$ cat src/rtl/thc_pkg.sv
// ----------------------------------------------------------------------------
// thc_pkg
// Types, codes and constants shared by the thermostat controller modules.
// ----------------------------------------------------------------------------
package thc_pkg;

    // Controller states
    typedef enum logic [2:0] {
        ST_IDLE      = 3'd0,
        ST_HEATING   = 3'd1,
        ST_COOLING   = 3'd2,
        ST_WAIT_HEAT = 3'd3,
        ST_WAIT_COOL = 3'd4,
        ST_FAN_ON    = 3'd5
    } state_t;

    // Operating modes
    localparam logic [2:0] OPM_OFF  = 3'd0;
    localparam logic [2:0] OPM_HEAT = 3'd1;
    localparam logic [2:0] OPM_COOL = 3'd2;
    localparam logic [2:0] OPM_AUTO = 3'd3;
    localparam logic [2:0] OPM_FAN  = 3'd4;

    // Configuration register indexes
    localparam logic [2:0] REG_MODE      = 3'd0;
    localparam logic [2:0] REG_TARGET    = 3'd1;
    localparam logic [2:0] REG_HYS_ON    = 3'd2;
    localparam logic [2:0] REG_HYS_OFF   = 3'd3;
    localparam logic [2:0] REG_DEADBAND  = 3'd4;
    localparam logic [2:0] REG_MAX_RUN   = 3'd5;
    localparam logic [2:0] REG_TIMEOUT   = 3'd6;

    // Input action codes
    localparam logic ACT_TICK   = 1'b0;
    localparam logic ACT_REPORT = 1'b1;

    // Remote readings at or below -50 F are ignored (sixteenths)
    localparam logic signed [15:0] REMOTE_FLOOR = -16'sd800;

    // Saturation limit of the tick counters
    localparam logic [15:0] TICK_MAX = 16'hFFFF;

    // Configuration register file contents
    typedef struct packed {
        logic [2:0]         mode;
        logic signed [12:0] target;
        logic [7:0]         hys_on;
        logic [7:0]         hys_off;
        logic [8:0]         deadband;
        logic [15:0]        max_run;
        logic [15:0]        timeout;
    } cfg_t;

    // One input request
    typedef struct packed {
        logic               action;
        logic signed [15:0] temperature;
        logic               temp_valid;
        logic               heat_permitted;
        logic               cool_permitted;
    } item_t;

    // One result request
    typedef struct packed {
        logic [2:0]         ctrl_state;
        logic               heat_relay;
        logic               cool_relay;
        logic               fan_relay;
        logic signed [15:0] effective_temp;
        logic               effective_valid;
        logic               using_remote;
        logic               runtime_tripped;
    } result_t;

endpackage

$ cat src/rtl/thermostat_hysteresis_controller.sv
// ----------------------------------------------------------------------------
// thermostat_hysteresis_controller
// Thermostat with hysteresis, auto deadband, remote sensor and run-time limit.
// ----------------------------------------------------------------------------
// Each request is a tick (local sample plus relay permissions) or a remote
// temperature report, and each produces exactly one result. A request sits in
// the input register while the controller state is updated in a single
// pass, and its result is then loaded into the output register. One request
// is accepted every cycle while results are taken, the rate being set by the
// single-pass state update between the two registers. The output register
// lets a new request enter while a result waits to be taken.
// Configuration writes are taken at any cycle the write enable is high and
// must be made only while no request is in flight.
// ----------------------------------------------------------------------------
module thermostat_hysteresis_controller (
    input  logic        clk,
    input  logic        rst_n,
    // Configuration write port
    input  logic        cfg_wr_en,
    input  logic [2:0]  cfg_index,
    input  logic [15:0] cfg_data,
    // Request stream
    input  logic        s_tvalid,
    output logic        s_tready,
    input  logic [23:0] s_tdata,   // temperature[15:0], temp_valid[16],
                                   // heat_permitted[17], cool_permitted[18], zero[23:19]
    input  logic [0:0]  s_tuser,   // action[0]
    // Result stream
    output logic        m_tvalid,
    input  logic        m_tready,
    output logic [31:0] m_tdata    // ctrl_state[2:0], heat_relay[3], cool_relay[4],
                                   // fan_relay[5], effective_temp[21:6],
                                   // effective_valid[22], using_remote[23],
                                   // runtime_tripped[24], zero[31:25]
);
    import thc_pkg::*;

    cfg_t    cfg;
    logic    mode_change;
    item_t   in_item;
    item_t   in_item_reg;
    logic    in_valid_reg, in_valid_next;
    result_t step_res;
    result_t out_res_reg;
    logic    out_valid_reg, out_valid_next;
    logic    out_load;
    logic    advance;

    thc_cfg_regs u_cfg (
        .clk         (clk),
        .rst_n       (rst_n),
        .cfg_wr_en   (cfg_wr_en),
        .cfg_index   (cfg_index),
        .cfg_data    (cfg_data),
        .cfg         (cfg),
        .mode_change (mode_change)
    );

    thc_core u_core (
        .clk         (clk),
        .rst_n       (rst_n),
        .step_en     (advance),
        .item        (in_item_reg),
        .cfg         (cfg),
        .mode_change (mode_change),
        .result      (step_res)
    );

    // Unpack the incoming request
    always_comb
    begin
        in_item.action         = s_tuser[0];
        in_item.temperature    = s_tdata[15:0];
        in_item.temp_valid     = s_tdata[16];
        in_item.heat_permitted = s_tdata[17];
        in_item.cool_permitted = s_tdata[18];
    end

    // Handshake between the two register stages
    assign out_load       = !out_valid_reg || m_tready;
    assign advance        = in_valid_reg && out_load;
    assign s_tready       = !in_valid_reg || out_load;
    assign in_valid_next  = s_tready ? s_tvalid : in_valid_reg;
    assign out_valid_next = out_load ? in_valid_reg : out_valid_reg;

    // Valid flags
    always_ff @(posedge clk or negedge rst_n)
    begin
        if (!rst_n)
        begin
            in_valid_reg  <= 1'b0;
            out_valid_reg <= 1'b0;
        end
        else
        begin
            in_valid_reg  <= in_valid_next;
            out_valid_reg <= out_valid_next;
        end
    end

    // Payload registers
    always_ff @(posedge clk)
    begin
        if (s_tvalid && s_tready)
            in_item_reg <= in_item;
        if (advance)
            out_res_reg <= step_res;
    end

    // Pack the result
    assign m_tvalid = out_valid_reg;
    assign m_tdata  = {7'd0,
                       out_res_reg.runtime_tripped,
                       out_res_reg.using_remote,
                       out_res_reg.effective_valid,
                       out_res_reg.effective_temp,
                       out_res_reg.fan_relay,
                       out_res_reg.cool_relay,
                       out_res_reg.heat_relay,
                       out_res_reg.ctrl_state};

endmodule

$ cat src/rtl/thc_cfg_regs.sv
// ----------------------------------------------------------------------------
// thc_cfg_regs
// Configuration register file with write decode and mode-change detect.
// ----------------------------------------------------------------------------
module thc_cfg_regs (
    input  logic          clk,
    input  logic          rst_n,
    input  logic          cfg_wr_en,
    input  logic [2:0]    cfg_index,
    input  logic [15:0]   cfg_data,
    output thc_pkg::cfg_t cfg,
    output logic          mode_change
);
    import thc_pkg::*;

    cfg_t       cfg_reg;
    cfg_t       cfg_next;
    logic [2:0] mode_wr;

    // Fold undefined mode codes to off
    assign mode_wr = (cfg_data[2:0] > OPM_FAN) ? OPM_OFF : cfg_data[2:0];

    // Flag a write that really changes the mode
    assign mode_change = cfg_wr_en && (cfg_index == REG_MODE) && (mode_wr != cfg_reg.mode);

    // Decode the write
    always_comb
    begin
        cfg_next = cfg_reg;
        if (cfg_wr_en)
        begin
            case (cfg_index)
                REG_MODE:     cfg_next.mode     = mode_wr;
                REG_TARGET:   cfg_next.target   = cfg_data[12:0];
                REG_HYS_ON:   cfg_next.hys_on   = cfg_data[7:0];
                REG_HYS_OFF:  cfg_next.hys_off  = cfg_data[7:0];
                REG_DEADBAND: cfg_next.deadband = cfg_data[8:0];
                REG_MAX_RUN:  cfg_next.max_run  = cfg_data;
                REG_TIMEOUT:  cfg_next.timeout  = cfg_data;
                default:      cfg_next = cfg_reg;
            endcase
        end
    end

    // Hold the registers
    always_ff @(posedge clk or negedge rst_n)
    begin
        if (!rst_n)
        begin
            cfg_reg.mode     <= OPM_OFF;
            cfg_reg.target   <= 13'sd1088;
            cfg_reg.hys_on   <= 8'd8;
            cfg_reg.hys_off  <= 8'd8;
            cfg_reg.deadband <= 9'd32;
            cfg_reg.max_run  <= 16'd3600;
            cfg_reg.timeout  <= 16'd300;
        end
        else
        begin
            cfg_reg <= cfg_next;
        end
    end

    assign cfg = cfg_reg;

endmodule

$ cat src/rtl/thc_core.sv
// ----------------------------------------------------------------------------
// thc_core
// Controller state, remote reading store and the per-request decision logic.
// ----------------------------------------------------------------------------
module thc_core (
    input  logic             clk,
    input  logic             rst_n,
    input  logic             step_en,
    input  thc_pkg::item_t   item,
    input  thc_pkg::cfg_t    cfg,
    input  logic             mode_change,
    output thc_pkg::result_t result
);
    import thc_pkg::*;

    state_t             state_reg,   state_next;
    logic [15:0]        ticks_reg,   ticks_next;
    logic signed [15:0] remote_reg,  remote_next;
    logic               present_reg, present_next;
    logic [15:0]        age_reg,     age_next;

    logic               fresh;
    logic signed [15:0] eff_temp;
    logic               eff_valid;
    logic               use_remote;
    logic               tripped;
    logic [15:0]        ticks_inc;
    logic               go;
    state_t             go_tgt;
    state_t             go_adj;
    logic signed [19:0] t2, tg2, hon, hoff, db;
    logic signed [19:0] heat2, cool2;

    // Pick the effective temperature
    always_comb
    begin
        fresh = present_reg && (age_reg < cfg.timeout) && (remote_reg > REMOTE_FLOOR);
        if (fresh)
        begin
            eff_temp   = remote_reg;
            eff_valid  = 1'b1;
            use_remote = 1'b1;
        end
        else if (item.temp_valid)
        begin
            eff_temp   = item.temperature;
            eff_valid  = 1'b1;
            use_remote = 1'b0;
        end
        else
        begin
            eff_temp   = 16'sd0;
            eff_valid  = 1'b0;
            use_remote = 1'b0;
        end
    end

    // Compare everything in thirty-seconds of a degree
    assign t2    = {{3{eff_temp[15]}}, eff_temp, 1'b0};
    assign tg2   = {{6{cfg.target[12]}}, cfg.target, 1'b0};
    assign hon   = {11'd0, cfg.hys_on, 1'b0};
    assign hoff  = {11'd0, cfg.hys_off, 1'b0};
    assign db    = {11'd0, cfg.deadband};
    assign heat2 = tg2 - db;
    assign cool2 = tg2 + db;

    assign ticks_inc = (ticks_reg != TICK_MAX) ? ticks_reg + 16'd1 : ticks_reg;

    // Next state
    always_comb
    begin
        go      = 1'b0;
        go_tgt  = ST_IDLE;
        tripped = 1'b0;
        if (!eff_valid)
        begin
            go = (cfg.mode != OPM_OFF) && (cfg.mode != OPM_FAN);
        end
        else if ((state_reg inside {ST_HEATING, ST_COOLING}) && (ticks_inc > cfg.max_run))
        begin
            go      = 1'b1;
            tripped = 1'b1;
        end
        else
        begin
            case (cfg.mode)
                OPM_OFF:
                begin
                    go = 1'b1;
                end
                OPM_FAN:
                begin
                    go     = 1'b1;
                    go_tgt = ST_FAN_ON;
                end
                OPM_HEAT:
                begin
                    if (state_reg inside {ST_IDLE, ST_WAIT_HEAT})
                    begin
                        go     = (t2 <= tg2 - hon);
                        go_tgt = ST_HEATING;
                    end
                    else if (state_reg == ST_HEATING)
                        go = (t2 >= tg2 + hoff);
                    else
                        go = 1'b1;
                end
                OPM_COOL:
                begin
                    if (state_reg inside {ST_IDLE, ST_WAIT_COOL})
                    begin
                        go     = (t2 >= tg2 + hon);
                        go_tgt = ST_COOLING;
                    end
                    else if (state_reg == ST_COOLING)
                        go = (t2 <= tg2 - hoff);
                    else
                        go = 1'b1;
                end
                OPM_AUTO:
                begin
                    if (state_reg inside {ST_IDLE, ST_WAIT_HEAT, ST_WAIT_COOL})
                    begin
                        if (t2 <= heat2 - hon)
                        begin
                            go     = 1'b1;
                            go_tgt = ST_HEATING;
                        end
                        else if (t2 >= cool2 + hon)
                        begin
                            go     = 1'b1;
                            go_tgt = ST_COOLING;
                        end
                    end
                    else if (state_reg == ST_HEATING)
                        go = (t2 >= heat2 + hoff);
                    else if (state_reg == ST_COOLING)
                        go = (t2 <= cool2 - hoff);
                end
                default:
                begin
                    go = 1'b0;
                end
            endcase
        end

        // Divert a refused relay into the matching wait state
        if (go_tgt == ST_HEATING && !item.heat_permitted)
            go_adj = ST_WAIT_HEAT;
        else if (go_tgt == ST_COOLING && !item.cool_permitted)
            go_adj = ST_WAIT_COOL;
        else
            go_adj = go_tgt;

        // Apply the request
        state_next   = state_reg;
        ticks_next   = ticks_reg;
        remote_next  = remote_reg;
        present_next = present_reg;
        age_next     = age_reg;
        if (item.action == ACT_REPORT)
        begin
            remote_next  = item.temperature;
            present_next = item.temp_valid;
            age_next     = 16'd0;
        end
        else
        begin
            age_next = (age_reg != TICK_MAX) ? age_reg + 16'd1 : age_reg;
            if (go && (go_tgt != state_reg))
            begin
                state_next = go_adj;
                ticks_next = 16'd0;
            end
            else
            begin
                ticks_next = ticks_inc;
            end
        end
    end

    // Result fields
    always_comb
    begin
        result.ctrl_state = state_next;
        result.heat_relay = (state_next == ST_HEATING);
        result.cool_relay = (state_next == ST_COOLING);
        result.fan_relay  = (state_next == ST_COOLING) || (state_next == ST_FAN_ON);
        if (item.action == ACT_REPORT)
        begin
            result.effective_temp  = 16'sd0;
            result.effective_valid = 1'b0;
            result.using_remote    = 1'b0;
            result.runtime_tripped = 1'b0;
        end
        else
        begin
            result.effective_temp  = eff_temp;
            result.effective_valid = eff_valid;
            result.using_remote    = use_remote;
            result.runtime_tripped = tripped;
        end
    end

    // Hold the controller state; a mode write drops to idle
    always_ff @(posedge clk or negedge rst_n)
    begin
        if (!rst_n)
        begin
            state_reg   <= ST_IDLE;
            ticks_reg   <= 16'd0;
            remote_reg  <= 16'sd0;
            present_reg <= 1'b0;
            age_reg     <= TICK_MAX;
        end
        else if (mode_change)
        begin
            if (state_reg != ST_IDLE)
            begin
                state_reg <= ST_IDLE;
                ticks_reg <= 16'd0;
            end
        end
        else if (step_en)
        begin
            state_reg   <= state_next;
            ticks_reg   <= ticks_next;
            remote_reg  <= remote_next;
            present_reg <= present_next;
            age_reg     <= age_next;
        end
    end

endmodule

$ cat config.mk
export PLATFORM = sky130hd
export DESIGN_NAME = thermostat_hysteresis_controller
export DESIGN_NICKNAME = d
export VERILOG_FILES = /design/src/rtl/thc_pkg.sv /design/src/rtl/thermostat_hysteresis_controller.sv /design/src/rtl/thc_cfg_regs.sv /design/src/rtl/thc_core.sv
export SDC_FILE = /design/constraint.sdc
export NUM_CORES = 1
export LEC_CHECK = 0
export BUFFER_PORTS_ARGS = -buffer_cell sky130_fd_sc_hd__buf_2
export CORE_MARGIN = 1
export CORE_UTILIZATION = 44
export CTS_CLUSTER_DIAMETER = 100
export DETAILED_ROUTE_END_ITERATION = 7
export GPL_ROUTABILITY_DRIVEN = 0
export PLACE_DENSITY = 0.68
export SYNTH_ARGS = -nofsm -noshare
export SYNTH_HDL_FRONTEND = slang
export SYNTH_SLANG_ARGS = --single-unit
$ cat constraint.sdc
create_clock -name clk -period 8 [get_ports clk]
set_clock_uncertainty 0.2 [all_clocks]
set_input_delay 1.6 -clock clk [delete_from_list [all_inputs] [get_ports clk]]
set_output_delay 1.6 -clock clk [all_outputs]
set_load 0.03 [all_outputs]
==> flow_metrics.env <==
export IMPL_ys_flop_type="dfrtp_1"
export IMPL_critPathTopFamily="compound AO/OA/AOI/OAI gates"
export IMPL_synth_edff_count=45
export IMPL_ys_types=89
export IMPL_crit_path_top_delay_cell="a211oi_1"
export IMPL_ant_nets=0
export IMPL_cpPeakStageDelay_ps=630
export IMPL_synth_area_sq_um=15700
export IMPL_p_sw_share_pct=46.8
export IMPL_drt_iter0_drc=961
export IMPL_grt_pass1_vias=12900
export IMPL_clkTransAtPathRegs_ps=70
export IMPL_postCtsSetupBuffers=0
export IMPL_crit_path_start_kind="register"
export IMPL_rrSetupSlack_ps=640
export IMPL_fillCellCount=3208
export IMPL_die_area_sq_um=36400
export IMPL_rsz0062_at_grt="false"
export IMPL_dr_pass1_iters=5
export IMPL_numCtsBuffers=17
export IMPL_postCtsResizedCells=0
export IMPL_path_class="reg2reg"
export IMPL_fp_dieW_um=191
export IMPL_tightest_slew_ps=1130
export IMPL_synthDominantCellAreaShare_pct=20.2
export IMPL_setup_tns_ps=0
export IMPL_finalHoldWorstSlack_ps=282
export IMPL_critical_path_arrival_ps=7370
export IMPL_p_int_mw=3.16
export IMPL_wirelength_um=42300
export IMPL_slew_headroom_pct=24.0
export IMPL_regArea_sq_um=4570
export IMPL_yosysSeqAreaShare_pct=29.1
export IMPL_post_route_period_util_pct=92.1
export IMPL_drive_gt1_share_pct=13.7
export IMPL_p_comb_share_pct=64.6
export IMPL_clkLatencyLatePin_ps=460
export IMPL_ys_async_sr_fraction_pct=73.8
export IMPL_hold_class="reg2reg"
export IMPL_max_freq_mhz=136
export IMPL_antenna_found_initial=0
export IMPL_hpwl_um=33200
export IMPL_power_leakage_nw=7.88
export IMPL_clkPwrFrac_pct=14.8
export IMPL_core_sq_um=34800
export IMPL_rows=68
export IMPL_period_minus_slack_ps=7360
export IMPL_postCtsHoldBufs=0
export IMPL_hold_viol_final=0
export IMPL_p_seq_share_pct=20.6
export IMPL_largest_register_ffs=73
export IMPL_start_util_pct=45.1
export IMPL_areaGrowthSynthToFinish_pct=9.57
export IMPL_yosysTopAreaCell="ha_1"
export IMPL_critPathCaptureType="register"
export IMPL_yosys_warnings=0
export IMPL_grt_ovfl_total=0
export IMPL_multi_input_area_sq_um=10300
export IMPL_drc=0
export IMPL_setup_violations=0
export IMPL_synthCells=1713
export IMPL_vias=13000
export IMPL_cp_data_required_time_ps=8010
export IMPL_cts_tree="built"
export IMPL_grt_pass1_wl_um=66900
export IMPL_ys_ff_latch=172
export IMPL_antenna_cells=0
export IMPL_status="finished clean"
export IMPL_fin_nets=2097
export IMPL_clockRootBuffer="clkbuf_16"
export IMPL_worst_path_buf_inv=2
export IMPL_finalMaxSlewViolations=0
export IMPL_io_pins=83
export IMPL_clockBufferDepth=2
export IMPL_p_sw_mw=2.78
export IMPL_wl_per_cell_um=18.8
export IMPL_cp_max_fo=6
export IMPL_cts_htree_levels=4
export IMPL_grt_max_degree=78
export IMPL_syn_avg_cell_area_sq_um=9.16
export IMPL_peakVddDrop_mv=0.177
export IMPL_port_buffers=70
export IMPL_die_h_um=191
export IMPL_clkSinkCount=172
export IMPL_viasPerCell=5.76
export IMPL_maxCapViolCount=0
export IMPL_synthTopCellsByArea="ha_1 (20%), dfrtp_1 (16%), edfxtp_1 (8.6%), dfstp_2 (4.9%), xnor2_1 (4.2%)"
export IMPL_grt_util_all_layers_pct=23.8
export IMPL_path_common_cell="o21ai_0"
export IMPL_cellPowerDensity_nw_per_um2=345
final timing paths:
path | depth (start not counted) | end | from
worst max-delay path | 26 | m_tdata[0]$_DFFE_PP_ | u_cfg.cfg[57]$_DFFE_PN0P_
worst min-delay path | 2 | u_core.age_reg[1]$_DFFE_PN1P_ | u_core.age_reg[1]$_DFFE_PN1P_
worst max register to register | 26 | m_tdata[0]$_DFFE_PP_ | u_cfg.cfg[57]$_DFFE_PN0P_
worst min register to register | 2 | u_core.age_reg[1]$_DFFE_PN1P_ | u_core.age_reg[1]$_DFFE_PN1P_
max in group asynchronous | 2 | u_cfg.cfg[65]$_DFFE_PN0P_ | rst_n
min in group asynchronous | 1 | u_core.ticks_reg[14]$_DFFE_PN0P_ | rst_n
logic make-up after synthesis:
group                    Yosys count  share of synthesized area, %
AND/OR/NAND/NOR                  469                          15.5
AO/OA/AOI/OAI                    404                          16.4
adder cells (fa/ha/maj)          263                          21.4
buffers and inverters            209                          5.56
flip-flops                       172                          29.1
XOR/XNOR                         126                          7.03
multiplexers                      69                          4.98
other                              1                        0.0239
area by class of cell:
class                      instances  area share, %
timing repair buffer              99           3.32
multi-input combinational       1338           59.9
clock buffer                      23           2.97
sequential                       172           26.5
inverter                         157           3.43
clock inverter                     9          0.553
tap                              455           3.31
cells in the mapped netlist (30+ instances only):
master,number
a21oi_1,103
clkbuf_1,37
dfrtp_1,98
edfxtp_1,45
ha_1,253
inv_1,157
mux2_2,57
nand2_1,123
nand3_1,56
nand4_1,30
nor2_1,78
nor2b_1,36
o21ai_0,123
xnor2_1,76
xor2_1,50
power groups by stage:
| stage | Sequential, mW | Clock, mW | Combinational (mW) |
|---|---|---|---|
| after global placement | 1.23 | 0 | 3.61 |
| after global routing | 1.24 | 0.925 | 4.29 |
| after CTS | 1.22 | 0.887 | 3.81 |
| after detailed placement | 1.23 | 0 | 3.79 |
| after floorplan | 1.20 | 0 | 2.87 |
| final | 1.22 | 0.881 | 3.83 |
metal layers:
layer | track usage (%) | up-vias | share of wire (%)
met5 | 0 | - | 0
met4 | 8.65 | 0 | 2.9
met3 | 3.61 | 59 | 4.3
met2 | 40.1 | 315 | 47
met1 | 30.8 | 6319 | 46
li1 | - | 6277 | -
stage by stage:
step	area, sq um	setup WS [ps]	power (mW)	std cells	util, %
6_report	17200	636	5.93	2253	49.4
5_1_grt	17200	72.0	6.46	2253	49.4
4_1_cts	17200	628	5.92	2253	49.4
3_5_place_dp	16600	668	5.03	2221	47.7
3_3_place_gp	16600	755	4.84	2221	47.7
2_1_floorplan	15700	1530	4.07	1719	-
worst register-to-register path: cells and delay by family, from the launching register on:
kind                       cells  cell delay, ps
xor gates and xnor gates       2             610
buffers and inverters          2             140
and+or+nand+nor                7            1350
DFF                            1             500
adders and majority gates      4            1390
muxes                          1             350
AOI/OAI and AO/OA             10            2560
cell usage in the layout (no fill, tap or decap), types with 17 or more instances in the layout:
| cell | synthesis | final |
|---|---|---|
| clkbuf_16 | 0 | 19 |
| buf_2 | 1 | 69 |
| a211oi_1 | 20 | 20 |
| o21ai_0 | 123 | 122 |
| nand3_1 | 56 | 56 |
| mux2_2 | 57 | 57 |
| a21o_1 | 20 | 20 |
| xor2_1 | 50 | 50 |
| xnor2_1 | 76 | 76 |
| nand4_1 | 30 | 30 |
| dfstp_2 | 29 | 29 |
| nand2_1 | 123 | 123 |
| nor2_1 | 78 | 78 |
| buf_4 | 8 | 30 |
| ha_1 | 253 | 253 |
| dfrtp_1 | 98 | 98 |
| nor3_1 | 29 | 28 |
| inv_1 | 157 | 157 |
| nand2b_1 | 27 | 27 |
| and3_1 | 17 | 17 |
| a21oi_1 | 103 | 103 |
| edfxtp_1 | 45 | 45 |
| o21bai_1 | 19 | 19 |
| nor2b_1 | 36 | 36 |
No activity file was read; power rests on OpenSTA's default activity.
